## src/hdl/pal_pkg.sv

```systemverilog
// shared types and constants for the positional array list
package pal_pkg;

  localparam int DEPTH_DEF = 128;
  localparam int DATA_W    = 32;
  localparam int POS_W     = 8;
  localparam int OPC_W     = 3;

  typedef enum logic [OPC_W-1:0] {
    OP_CLEAR  = 3'd0,
    OP_INSERT = 3'd1,
    OP_DELETE = 3'd2,
    OP_READ   = 3'd3,
    OP_FIND   = 3'd4,
    OP_LENGTH = 3'd5
  } op_e;

  typedef enum logic [1:0] {
    ST_IDLE,
    ST_EXEC,
    ST_SCAN,
    ST_FIN
  } state_e;

  typedef struct packed {
    logic [OPC_W-1:0]         opcode;
    logic [POS_W-1:0]         position;
    logic signed [DATA_W-1:0] value;
  } in_item_t;

  typedef struct packed {
    logic                     status;
    logic signed [DATA_W-1:0] read_value;
    logic [POS_W-1:0]         found_position;
    logic [POS_W-1:0]         list_length;
  } out_item_t;

  // insert/delete strobes and find mode broadcast from the controller to every cell
  typedef struct packed {
    logic ins;
    logic del;
    logic find_mode;
  } cell_ctrl_t;

  // search token walking down the row of cells
  typedef struct packed {
    logic              valid;
    logic              hit;
    logic [DATA_W-1:0] data;
    logic [POS_W-1:0]  found;
  } scan_tok_t;

endpackage

```

## src/hdl/pal_cell.sv

```systemverilog
// one list entry: shift on insert/delete, merge into the passing search token
module pal_cell import pal_pkg::*; #(
  parameter int IDX   = 0,
  parameter int CMP_W = 9
) (
  input  logic              clk_i,
  input  logic              rst_ni,
  input  cell_ctrl_t        ctrl_i,
  input  logic [CMP_W-1:0]  pos_m1_i,
  input  logic [CMP_W-1:0]  cnt_i,
  input  logic [DATA_W-1:0] value_i,
  input  logic [DATA_W-1:0] left_i,
  input  logic [DATA_W-1:0] right_i,
  output logic [DATA_W-1:0] data_o,
  input  scan_tok_t         tok_i,
  output scan_tok_t         tok_o
);

  localparam logic [CMP_W-1:0] IdxC  = CMP_W'(IDX);
  localparam logic [POS_W-1:0] Found = POS_W'(IDX + 1);

  logic [DATA_W-1:0] data_q;
  logic              sel_eq, sel_gt, in_list, hit;
  logic              tok_valid_q;
  scan_tok_t         tok_d, tok_q;

  assign sel_eq  = (IdxC == pos_m1_i);
  assign sel_gt  = (IdxC > pos_m1_i);
  assign in_list = (IdxC < cnt_i);
  assign hit     = ctrl_i.find_mode ? (in_list && (data_q == value_i)) : sel_eq;

  always_ff @(posedge clk_i) begin
    priority if (ctrl_i.ins && sel_eq) begin
      data_q <= value_i;
    end else if (ctrl_i.ins && sel_gt) begin
      data_q <= left_i;
    end else if (ctrl_i.del && (sel_eq || sel_gt)) begin
      data_q <= right_i;
    end else begin
      data_q <= data_q;
    end
  end

  // first hit along the row wins
  always_comb begin
    tok_d = tok_i;
    if (tok_i.valid && !tok_i.hit && hit) begin
      tok_d.hit   = 1'b1;
      tok_d.data  = data_q;
      tok_d.found = Found;
    end
  end

  always_ff @(posedge clk_i or negedge rst_ni) begin
    if (!rst_ni) begin
      tok_valid_q <= 1'b0;
    end else begin
      tok_valid_q <= tok_d.valid;
    end
  end

  always_ff @(posedge clk_i) begin
    tok_q <= tok_d;
  end

  always_comb begin
    tok_o       = tok_q;
    tok_o.valid = tok_valid_q;
  end

  assign data_o = data_q;

endmodule

```

## config.mk

```make
export PLATFORM = sky130hd
export DESIGN_NAME = pal_cell
export DESIGN_NICKNAME = d
export VERILOG_FILES = /design/src/hdl/pal_pkg.sv /design/src/hdl/pal_cell.sv
export SDC_FILE = /design/constraint.sdc
export NUM_CORES = 1
export LEC_CHECK = 0
export ABC_AREA = 1
export ABC_CLOCK_PERIOD_IN_PS = 1300
export BUFFER_PORTS_ARGS = -buffer_cell sky130_fd_sc_hd__buf_2
export CAP_MARGIN = 20
export CELL_PAD_IN_SITES_DETAIL_PLACEMENT = 1
export CELL_PAD_IN_SITES_GLOBAL_PLACEMENT = 2
export CORE_UTILIZATION = 20
export DETAILED_ROUTE_END_ITERATION = 6
export GPL_ROUTABILITY_DRIVEN = 0
export PLACE_DENSITY = 0.76
export SLEW_MARGIN = 15
export SYNTH_ARGS = -nofsm -noshare
export SYNTH_HDL_FRONTEND = slang
export SYNTH_SLANG_ARGS = --single-unit
```

## constraint.sdc

```tcl
create_clock -name clk_i -period 1.3 [get_ports clk_i]
set_input_delay 0.26 -clock clk_i [delete_from_list [all_inputs] [get_ports clk_i]]
set_output_delay 0.26 -clock clk_i [all_outputs]
set_load 0.02 [all_outputs]
```

; ---- After elaboration in Yosys (flattened, before gate mapping)
; Index checks and enable logic that the tools add are counted.
[totals]
ff_bits = 74
latchBits = 0
ramBits = 0
rom_bits = 0
in_bits = 161
output_inout_bits = 74
elab_cells = 23
memories = 0
[classes]
addsub = 0
multipliers = 0
div_mod_pow = 0
magnitude_cmp = 2
n_eq_ne = 1
n_shift = 0
muxes = 5
n_bitwise = 0
n_reduce_logical = 10
[ops]
columns = cell, count
row1 = two-way mux 32 bit, 3
row2 = two-way mux 40 bit, 1
row3 = equality test 32 bit, 1
row4 = "greater-than comparator 1 x 9 -> 1 bit, first input constant", 1
row5 = zero test 9 bit, 1
row6 = "less-than comparator 1 x 9 -> 1 bit, first input constant", 1
row7 = logical AND 1 bit, 6
row8 = nonzero test 3 bit, 1
row9 = zero test 1 bit, 1
row10 = logical OR 1 bit, 1
row11 = two-way mux 1 bit, 1

; ---- Depth between registers and ports, before layout
; Gate-level depths: netlist (run 1).
[depth]
ltp_word = 6
depth_mapped = 13
mapped_depth_nobuf = 12

; ---- Worst setup path before layout (run 1)
; OpenSTA, ideal clock, no wires.
[synth_timing]
path_type = input port to flip-flop
from = in pos_m1_i[7]
to = reg data_q[0] (netlist: data_o[0]) (enable)
setup_time_ns = 0.389
arrival_ns = 1.717
required_time_ns = 0.911
slack_ns = -0.807
stages = 7
n_path_buf = 2
cell_sequence = nor2_1 > nand2_1 > nor3_4 > nand3_2 > buf_6 > clkbuf_1 > nand2_1
[synth_via]
elab_chain_len = 4
word_cells_on_any_way = 7
cone_classes = order compare (1) / reduce/logical (6)
[synth_lines]
columns = element, line
row1 = "start, declared", pal_cell.sv:9  ; input logic [CMP_W-1:0] pos_m1_i,
row2 = greater-than comparator 1 x 9 -> 1 bit or zero test 9 bit (tied branches), "pal_cell.sv:28, pal_cell.sv:27"
row3 = logical OR 1 bit, pal_cell.sv:37  ; end else if (ctrl_i.del && (sel_eq || sel_gt)) begin
row4 = logical AND 1 bit, pal_cell.sv:37
row5 = nonzero test 3 bit (no line) (*), -
row6 = "end signal, assigned", pal_cell.sv:36  ; data_q <= left_i;
row7 = "end signal, assigned", pal_cell.sv:38  ; data_q <= right_i;
row8 = "end signal, assigned", pal_cell.sv:40  ; data_q <= data_q;
row9 = "end, declared", pal_cell.sv:22  ; logic [DATA_W-1:0] data_q;
; Every way passes the cells marked *; elsewhere a longest branch is shown, timed or not.
; A chain may end at the register's enable or synchronous reset.

==> key figures, run 1 <==
Status
  – Status: finished, violations left
  – Failing checks: setup timing

Placed design
  – DP Area: 5069 um2
  – DP HPWL: 9.455 mm
  – I/O Buffers: 202

Routing
  – Vias: 3,316
  – Drt drc: 0
  – Post-route ant nets: 0
  – DR iter-0 viols: 89
  – WL per Instance: 14.92 um
  – Via/cell ratio: 4.059
  – Total Wirelength: 12.19 mm
  – Drt first pass iters: 4

Final layout
  – Synth-to-Final Area Change: 76.19%
  – Fill cells: 1,892
  – Ant. Diodes: 0
  – Commonest non-fill, non-tap cell in the layout: buf_2
  – Layout cell share with drive strength beyond 1: 57.74%
  – Design area: 5871 um2
  – Nets: 757
  – Most frequent cells in the layout: buf_2, nand2_1, buf_6, dfxtp_1, nand3_1

Pwr
  – VDD IR max: 561.9 uV
  – Power Total: 5854 uW
  – Power Density: 997.2 nW/um2
  – P_leak: 0.002797 uW

STA
  – Max-slew violations: 0
  – Minimum clock period: 1.712 ns
  – Final setup violation count: 43
  – Fin. Hold Viols: 0
  – Unrepaired setup endpoints after global routing: yes
  – Normalized max-slew margin: 81.36%
  – Worst Hold Slack: 0.05509 ns
  – F_max: 584.0 MHz
  – Worst Slack Setup Final: -0.4124 ns
  – Slew at the pin closest to its max-slew limit: 0.2790 ns
  – Setup TNS: -15.47 ns
  – Crit share post-route: 131.7%
  – Max Clock Skew: 0.009824 ns

Synthesis
  – Cells after Synth: 334
  – #FFs+latches synth: 74
  – Synth Net Count: 495
  – Synth warn: 0
  – Distinct cells, synth: 25
  – Syn Area/Cell: 9.976 um2
  – Cell area after synthesis: 3332 um2
  – Seq/Total Area, Yosys: 54.22%

Critical path
  – Crit. Startpoint: data_o[18]
  – Req. time, crit path: 1.53 ns
  – WP buf/inv: 1
  – CP max-delay cell: edfxtp_1
  – FF-to-FF path depth: 11
  – WP depth: 11
  – Capturing point of the worst reg2reg path: tok_o[32]
  – Setup slack, reg-to-reg: -0.41 ns
  – Critical Path End: tok_o[32]
  – Crit path DAT: 1.94 ns
  – Crit-path max cell delay: 0.42 ns
  – Nature of the critical path endpoint: register
  – CP Class: reg -> reg
  – CP cell instances: xnor2_1, nand2_1, nor2_2, nand2_1, nor2_1, nand2_1, nand2_4, nand2_8, buf_12, nand2_1, nand2_1
  – Critical path peak fanout: 10
  – CP most frequent cell: nand2_1
  – Crit-path leading delay family: simple AND/OR/NAND/NOR gates
  – Startpoint types: register
  – Worst reg2reg path startpoint: data_o[18]

Clocking
  – Worst-path clk slew: 0.06 ns
  – Clock latency on the worst-skew pair: 0.34 ns
  – Total CTS buffers: 9
  – Clock Sinks: 74
  – Bufs on Longest Clock Path: 2
  – CTS tree: built
  – CTS root buf: clkbuf_16
  – CTS H-Tree Depth: 3

Floorplanning
  – IO Pins: 235
  – Die W: 131.1 um
  – Die height: 131.1 um
  – Die area: 17,180 um2
  – Site Rows: 46
  – Starting Density: 20.75%
  – Core area: 16,060 um2

Global routing
  – Largest net degree at the start of global routing: 25
  – Vias in the first global route: 3,595
  – Global-route wire length before repair: 17.95 mm
  – Tot GR Track Use: 14.11%
  – Total grt overflow: 0
  – Initial antenna violation count: 0

Worst hold path
  – Worst Hold Class: in -> reg
  – Hold path startpoint: tok_i[41]

Job
  – Max-Cap Viols: 0
area by class of cell:
class / count / area, um2 / share of cell area [%]
inverters: 11 / 41.29 / 0.7033
repair buffers: 267 / 1918 / 32.67
multi-input cells: 233 / 1530 / 26.07
clock inverters: 1 / 5.005 / 0.08525
clock buffers: 15 / 299.0 / 5.094
flip-flops and latches: 74 / 1807 / 30.78
well taps: 216 / 270.3 / 4.604
worst min path at each step:
stage | end | cells past startpoint
after detailed placement | tok_valid_q | 1
after floorplan | tok_valid_q | 0
after global routing | tok_valid_q | 1
final | tok_valid_q | 1
after CTS | tok_valid_q | 1
after global placement | tok_valid_q | 1
kinds of logic after synthesis:
logic type	count (synthesis)	share of synthesized area (%)
multiplexers	27	10.14
buffers and inverters	27	4.581
AO/OA/AOI/OAI	13	2.591
AND/OR/NAND/NOR	166	21.37
flip-flops	74	54.22
XOR/XNOR	27	7.097
sequential cells by signal (all words and copies together), names as in the netlist:
signal,count
data_o,32
tok_o,41
tok_valid_q,1
per-stage QoR:
stage          std cells  worst slack [ns]  utilization, %
2_1_floorplan        334           -0.2495               -
3_3_place_gp         795           -0.4979           31.56
3_5_place_dp         795           -0.5215           31.56
4_1_cts              814           -0.4169           35.27
5_1_grt              817           -0.5529           36.56
6_report             817           -0.4124           36.56
Yosys cell counts, drive strengths merged:
cell type | count | area (um2)
a21boi | 7 | 52.55
a21oi | 1 | 8.760
buf | 15 | 107.6
clkbuf | 1 | 3.750
dfrtp | 1 | 25.02
dfxtp | 41 | 820.8
edfxtp | 32 | 960.9
inv | 11 | 41.29
mux2 | 27 | 337.8
nand2 | 109 | 414.2
nand3 | 36 | 185.2
nand3b | 1 | 7.510
nor2 | 16 | 67.56
nor3 | 3 | 31.28
o21ai | 5 | 25.02
or2 | 1 | 6.260
xnor2 | 27 | 236.5
worst reg2reg max path, cell delays in order (launching register included):
cell	delay (ns)
edfxtp_1	0.42
xnor2_1	0.17
nand2_1	0.10
nor2_2	0.16
nand2_1	0.07
nor2_1	0.10
nand2_1	0.09
nand2_4	0.11
nand2_8	0.10
buf_12	0.17
nand2_1	0.07
nand2_1	0.06
where the power goes:
group          switching (uW)  internal, uW  total (uW)
combinational             408           385         793
sequential               21.2          2510        2530
clock                     962          1570        2530
total                    1390          4460        5850
routing by layer:
layer	GRT usage, %	part of all wire (%)	wire [um]
met1	16.46	41	4989
met2	24.96	52	6330
met3	3.328	5.4	662
met4	5.409	1.7	210
met5	0	0	0
timing repair:
| action | CTS | global route |
|---|---|---|
| hold endpoints to repair | 1 | 0 |
| pin swaps | 1 | 1 |
| setup endpoints to repair | 73 | 111 |
| gates resized for setup | 83 | 53 |
| setup buffers | 25 | 17 |
| hold buffers | 1 | 0 |
| cloned | 0 | 1 |
Power figures use the tool's default switching activity.
==> inputs of run 2 (changes only) <==
--- a/config.mk
+++ b/config.mk
@@ -14,6 +14,7 @@
 export CORE_UTILIZATION = 20
 export DETAILED_ROUTE_END_ITERATION = 6
 export GPL_ROUTABILITY_DRIVEN = 0
+export MAX_ROUTING_LAYER = met4
 export PLACE_DENSITY = 0.76
 export SLEW_MARGIN = 15
 export SYNTH_ARGS = -nofsm -noshare
==> key figures, run 2 (synthesis results as in run 1) <==
Clocking
  – Total CTS buffers: 9 (unchanged)
  – Clock Sinks: 74 (unchanged)
  – CTS root buf: clkbuf_16
  – Bufs on Longest Clock Path: 2 (unchanged)
  – Clock latency on the worst-skew pair: 0.34 ns (about the same)
  – CTS H-Tree Depth: 3 (unchanged)
  – Worst-path clk slew: 0.06 ns (about the same)
  – CTS tree: built

Final layout
  – Most frequent cells in the layout: buf_2, nand2_1, buf_6, dfxtp_1, nand3_1
  – Ant. Diodes: 0 (unchanged)
  – Max reg flops: 41 (unchanged)
  – FF+latch area: 1807 um2 (unchanged)
  – Commonest non-fill, non-tap cell in the layout: buf_2
  – Nets: 757 (unchanged)
  – Layout cell share with drive strength beyond 1: 57.74% (unchanged)
  – Area of the multi-input gates: 1530 um2 (unchanged)
  – Fill cells: 1,892 (unchanged)
  – Synth-to-Final Area Change: 76.19% (unchanged)
  – Final std cells w/o fill: 817 (unchanged)

STA
  – Max-slew violations: 0 (unchanged)
  – Fin. Hold Viols: 0 (unchanged)
  – Slew at the pin closest to its max-slew limit: 0.2804 ns (+0.001472 ns)
  – Max Clock Skew: 0.01035 ns (+0.0005246 ns)
  – Crit share post-route: 131.7% (about the same)
  – Minimum clock period: 1.711 ns (-0.0009460 ns)
  – F_max: 584.3 MHz (about the same)
  – Worst Hold Slack: 0.05528 ns (+0.0001876 ns)
  – Unrepaired setup endpoints after global routing: yes
  – Final setup violation count: 43 (unchanged)
  – Worst Slack Setup Final: -0.4115 ns (+0.0009460 ns)
  – Normalized max-slew margin: 81.26% (-0.098 points)

Routing
  – Routed met1 length: 5.065 mm (+1.5%)
  – Drt first pass iters: 4 (unchanged)
  – Drt drc: 0 (unchanged)
  – Total Wirelength: 12.18 mm (about the same)
  – Via/cell ratio: 4.038 (-0.51%)
  – Vias: 3,299 (-0.51%)
  – Met2 WL: 6.305 mm (-0.39%)
  – Post-route ant nets: 0 (unchanged)
  – WL per Instance: 14.91 um (about the same)
  – DR iter-0 viols: 73 (-18%)
  – Metal3 WL: 606 um (-8.5%)
  – Top routing layer used: met4

Worst hold path
  – WHS Path Cells: 1 (unchanged)
  – Worst Hold Class: in -> reg
  – Hold path startpoint: tok_i[41]
  – Worst Hold Path EP: tok_valid_q

Status
  – Failing checks: setup timing
  – Status: finished, violations left

Pwr
  – Psw: 1396 uW (+0.31%)
  – Flop pwr share: 43.2% (about the same)
  – Int Power: 4463 uW (about the same)
  – Combinational share of power: 13.5% (about the same)
  – Power Density: 997.9 nW/um2 (about the same)
  – Switch share: 23.82% (+0.055 points)
  – Clock share of power: 43.2% (about the same)
  – VDD IR max: 561.1 uV (-0.14%)
  – P_leak: 0.002797 uW (unchanged)

Placed design
  – DP Cell Count: 795 (unchanged)
  – DP HPWL: 9.455 mm (unchanged)
  – I/O Buffers: 202 (unchanged)

Floorplanning
  – Starting Density: 20.75% (unchanged)
  – IO Pins: 235 (unchanged)
  – Die area: 17,180 um2 (unchanged)
  – Core area: 16,060 um2 (unchanged)
  – Die height: 131.1 um (unchanged)
  – Die W: 131.1 um (unchanged)
  – Site Rows: 46 (unchanged)

Critical path
  – Nature of the critical path endpoint: register
  – Critical path peak fanout: 10 (unchanged)
  – Startpoint types: register
  – Crit path DAT: 1.94 ns (about the same)
  – CP Class: reg -> reg
  – FF-to-FF path depth: 11 (unchanged)
  – Worst reg2reg path startpoint: data_o[18]
  – Req. time, crit path: 1.53 ns (about the same)
  – Setup slack, reg-to-reg: -0.41 ns (about the same)
  – Capturing point of the worst reg2reg path: tok_o[32]

Global routing
  – Vias in the first global route: 3,602 (+0.19%)
  – Initial antenna violation count: 0 (unchanged)
  – Total grt overflow: 0 (unchanged)
  – Largest net degree at the start of global routing: 25 (unchanged)
  – Tot GR Track Use: 14.54% (+0.43 points)
  – Global-route wire length before repair: 17.93 mm (-0.11%)

Job
  – Max-Cap Viols: 0 (unchanged)
-- run 2: cell counts in the layout (fill, tap and decap cells not counted) --
Identical to the previous run, type by type.
-- run 2: area by class of cell --
class                      instances  share of cell area, %
timing repair buffer             267                  32.67
sequential                        74                  30.78
multi-input combinational        233                  26.07
clock buffer                      15                  5.094
tap                              216                  4.604
inverter                          11                 0.7033
clock inverter                     1                0.08525
-- run 2: timing repair --
item	in CTS	in global routing
resized for setup	83	53
gates cloned	0	1
buffers inserted	25	17
endpoints found under the hold margin	1	0
pin swaps	1	1
hold buffers	1	0
setup endpoints to repair	73	111
-- run 2: worst max-delay path, cell delays in order, from the launching register on --
cell      delay [ns]
edfxtp_1        0.42
xnor2_1         0.17
nand2_1         0.10
nor2_2          0.16
nand2_1         0.06
nor2_1          0.10
nand2_1         0.09
nand2_4         0.11
nand2_8         0.10
buf_12          0.16
nand2_1         0.06
nand2_1         0.05
-- run 2: worst max path at each step --
stage	to	from	slack, ns
2_1_floorplan	tok_o[32]	data_o[2]	-0.25
3_3_place_gp	tok_o[3]	data_o[22]	-0.50
3_5_place_dp	tok_o[1]	data_o[22]	-0.52
4_1_cts	tok_o[32]	data_o[22]	-0.42
5_1_grt	tok_o[39]	data_o[24]	-0.55
6_report	tok_o[32]	data_o[18]	-0.41
-- run 2: power by group through the flow --
stage | logic [uW] | clock network [uW] | registers [uW]
5_1_grt | 873 | 2710 | 2540
2_1_floorplan | 245 | 0 | 2700
6_report | 793 | 2530 | 2530
4_1_cts | 767 | 2620 | 2530
3_5_place_dp | 751 | 0 | 2580
3_3_place_gp | 730 | 0 | 2580
-- run 2: stage by stage --
step | setup slack (ns) | instance area, um2 | total power [uW] | utilization, % | setup TNS, ns
2_1_floorplan | -0.2495 | 3431 | 2945 | - | -17.35
3_3_place_gp | -0.4979 | 5069 | 3310 | 31.56 | -35.52
3_5_place_dp | -0.5215 | 5069 | 3335 | 31.56 | -36.14
4_1_cts | -0.4169 | 5663 | 5922 | 35.27 | -15.98
5_1_grt | -0.5529 | 5871 | 6128 | 36.56 | -21.93
6_report | -0.4115 | 5871 | 5858 | 36.56 | -15.44
-- run 2: layer usage --
metal  vias to the layer above  global-route usage (%)
li1                       1626                       -
met1                      1544                   16.64
met2                       117                   24.96
met3                        12                   3.044
met4                         0                   5.409
met5                         -                       -
==> inputs of run 3 (changes only) <==
--- a/config.mk
+++ b/config.mk
@@ -20,3 +20,4 @@
 export SYNTH_ARGS = -nofsm -noshare
 export SYNTH_HDL_FRONTEND = slang
 export SYNTH_SLANG_ARGS = --single-unit
+export TNS_END_PERCENT = 1
==> key figures, run 3 (synthesis results as in run 1) <==
Clocking
  – Clock Sinks: 74 (unchanged)
  – CTS tree: built
  – Worst-path clk slew: 0.06 ns (about the same)
  – Clock latency on the worst-skew pair: 0.34 ns (about the same)
  – CTS H-Tree Depth: 3 (unchanged)
  – Bufs on Longest Clock Path: 2 (unchanged)
  – Total CTS buffers: 9 (unchanged)
  – CTS root buf: clkbuf_16

Global routing
  – Global-route wire length before repair: 17.64 mm (-1.7%)
  – Grt peak-use layer: met2
  – GRT met1 Usage: 16.33% (-0.31 points)
  – Met3 usage: 3.531% (+0.49 points)
  – Met2 Track Usage GR: 24.90% (-0.062 points)
  – Largest net degree at the start of global routing: 33 (+32%)
  – Initial antenna violation count: 1 (+1)
  – Tot GR Track Use: 14.54% (about the same)
  – Total grt overflow: 0 (unchanged)
  – Vias in the first global route: 3,524 (-2.2%)

Routing
  – Total Wirelength: 12.03 mm (-1.3%)
  – Via/cell ratio: 4.092 (+1.3%)
  – Post-route ant nets: 0 (unchanged)
  – WL per Instance: 14.88 um (-0.18%)
  – Vias: 3,306 (+0.21%)
  – Drt drc: 0 (unchanged)
  – Drt first pass iters: 4 (unchanged)
  – DR iter-0 viols: 71 (-2.7%)

STA
  – Crit share post-route: 130.6% (-1.0 points)
  – Max-slew violations: 0 (unchanged)
  – Unrepaired setup endpoints after global routing: yes
  – Slew at the pin closest to its max-slew limit: 0.3046 ns (+0.02421 ns)
  – Max Clock Skew: 0.005344 ns (-0.005005 ns)
  – Final setup violation count: 47 (+9.3%)
  – F_max: 588.9 MHz (+0.78%)
  – Normalized max-slew margin: 79.64% (-1.6 points)
  – Fin. Hold Viols: 0 (unchanged)
  – Worst Slack Setup Final: -0.3982 ns (+0.01328 ns)
  – Setup TNS: -15.28 ns (+0.1667 ns)
  – Minimum clock period: 1.698 ns (-0.01328 ns)

Floorplanning
  – Die area: 17,180 um2 (unchanged)
  – IO Pins: 235 (unchanged)
  – Core area: 16,060 um2 (unchanged)
  – Die height: 131.1 um (unchanged)
  – Site Rows: 46 (unchanged)
  – Starting Density: 20.75% (unchanged)
  – Die W: 131.1 um (unchanged)

Status
  – Status: finished, violations left
  – Failing checks: setup timing

Job
  – Max-Cap Viols: 0 (unchanged)

Critical path
  – Critical path peak fanout: 10 (unchanged)
  – Startpoint types: register
  – Crit path DAT: 1.93 ns (about the same)
  – CP Class: reg -> reg
  – Req. time, crit path: 1.53 ns (about the same)
  – Nature of the critical path endpoint: register
  – Setup slack, reg-to-reg: -0.40 ns (about the same)

Final layout
  – Nets: 747 (-1.3%)
  – Fill cells: 1,908 (+0.85%)
  – FF+latch area: 1807 um2 (unchanged)
  – Synth-to-Final Area Change: 69.62%
  – Most frequent cells in the layout: buf_2, nand2_1, buf_6, dfxtp_1, nand3_1
  – Commonest non-fill, non-tap cell in the layout: buf_2
  – Max reg flops: 41 (unchanged)
  – Area of the multi-input gates: 1426 um2 (-6.8%)
  – Layout cell share with drive strength beyond 1: 53.30% (-4.4 points)
  – Final std cells w/o fill: 808 (-1.1%)

Pwr
  – Power Total: 5847 uW (-0.19%)
  – Power Density: 1035 nW/um2 (+3.7%)
  – VDD IR max: 639.2 uV (+14%)
  – P_leak: 0.002712 uW (-3.0%)

Placed design
  – DP HPWL: 9.326 mm (-1.4%)
  – DP Cell Count: 784 (-1.4%)
  – I/O Buffers: 202 (unchanged)

Worst hold path
  – Worst Hold Class: in -> reg
==> run 3: final cells by class <==
class / count / share of cell area, %
Sequential cell: 74 / 31.97
Timing Repair Buffer: 257 / 31.81
Multi-Input combinational cell: 233 / 25.24
Tap cell: 216 / 4.782
Clock buffer: 12 / 4.538
Clock inverter: 4 / 0.8855
Inverter: 11 / 0.7306
Antenna cell: 1 / 0.04428
==> run 3: worst paths after layout <==
kind,startpoint,endpoint,cells past startpoint
worst max-delay path,data_o[31],tok_o[13],11
worst min-delay path,tok_i[41],tok_valid_q,1
worst max register to register,data_o[31],tok_o[13],11
worst min register to register,data_o[17],tok_o[25],3
max in group asynchronous,rst_ni,tok_valid_q,2
min in group asynchronous,rst_ni,tok_valid_q,2
==> run 3: metrics by stage <==
stage          setup WS, ns  cell area (um2)  utilization, %  hold slack (ns)
2_1_floorplan       -0.2495             3373               -         -0.03559
3_3_place_gp        -0.4785             4908           30.57          0.03494
3_5_place_dp        -0.4958             4908           30.57          0.03560
4_1_cts             -0.4309             5554           34.59          0.06631
5_1_grt             -0.5558             5652           35.20          0.06295
6_report            -0.3982             5652           35.20          0.08257
==> run 3: layer usage <==
layer	up-vias	share of wire, %
li1	1605	-
met1	1569	41
met2	119	52
met3	13	5.1
met4	0	1.6
met5	-	0
==> run 3: power breakdown <==
| group | switching (uW) | internal [uW] |
|---|---|---|
| logic | 382 | 352 |
| clock network | 989 | 1590 |
| registers | 23.7 | 2510 |
| total | 1390 | 4450 |
==> run 3: worst max-delay path, stage by stage, from the launching register on <==
cell and delay (ns):
edfxtp_1 0.42, xnor2_1 0.16, nand2_1 0.09, nor2_2 0.16
nand3_2 0.09, nor2_2 0.12, nand2_1 0.06, nand2_2 0.12
nand2_4 0.08, buf_6 0.15, nand2_1 0.07, nand2_1 0.06
==> run 3: repair_timing <==
| action | in CTS | in global routing |
|---|---|---|
| buffers inserted | 1 | 5 |
| hold buffers | 1 | 0 |
| hold endpoints to repair | 1 | 0 |
| endpoints found under the setup margin | 107 | 131 |
| cloned | 0 | 0 |
| gates resized for setup | 97 | 15 |
| pin swaps | 7 | 1 |
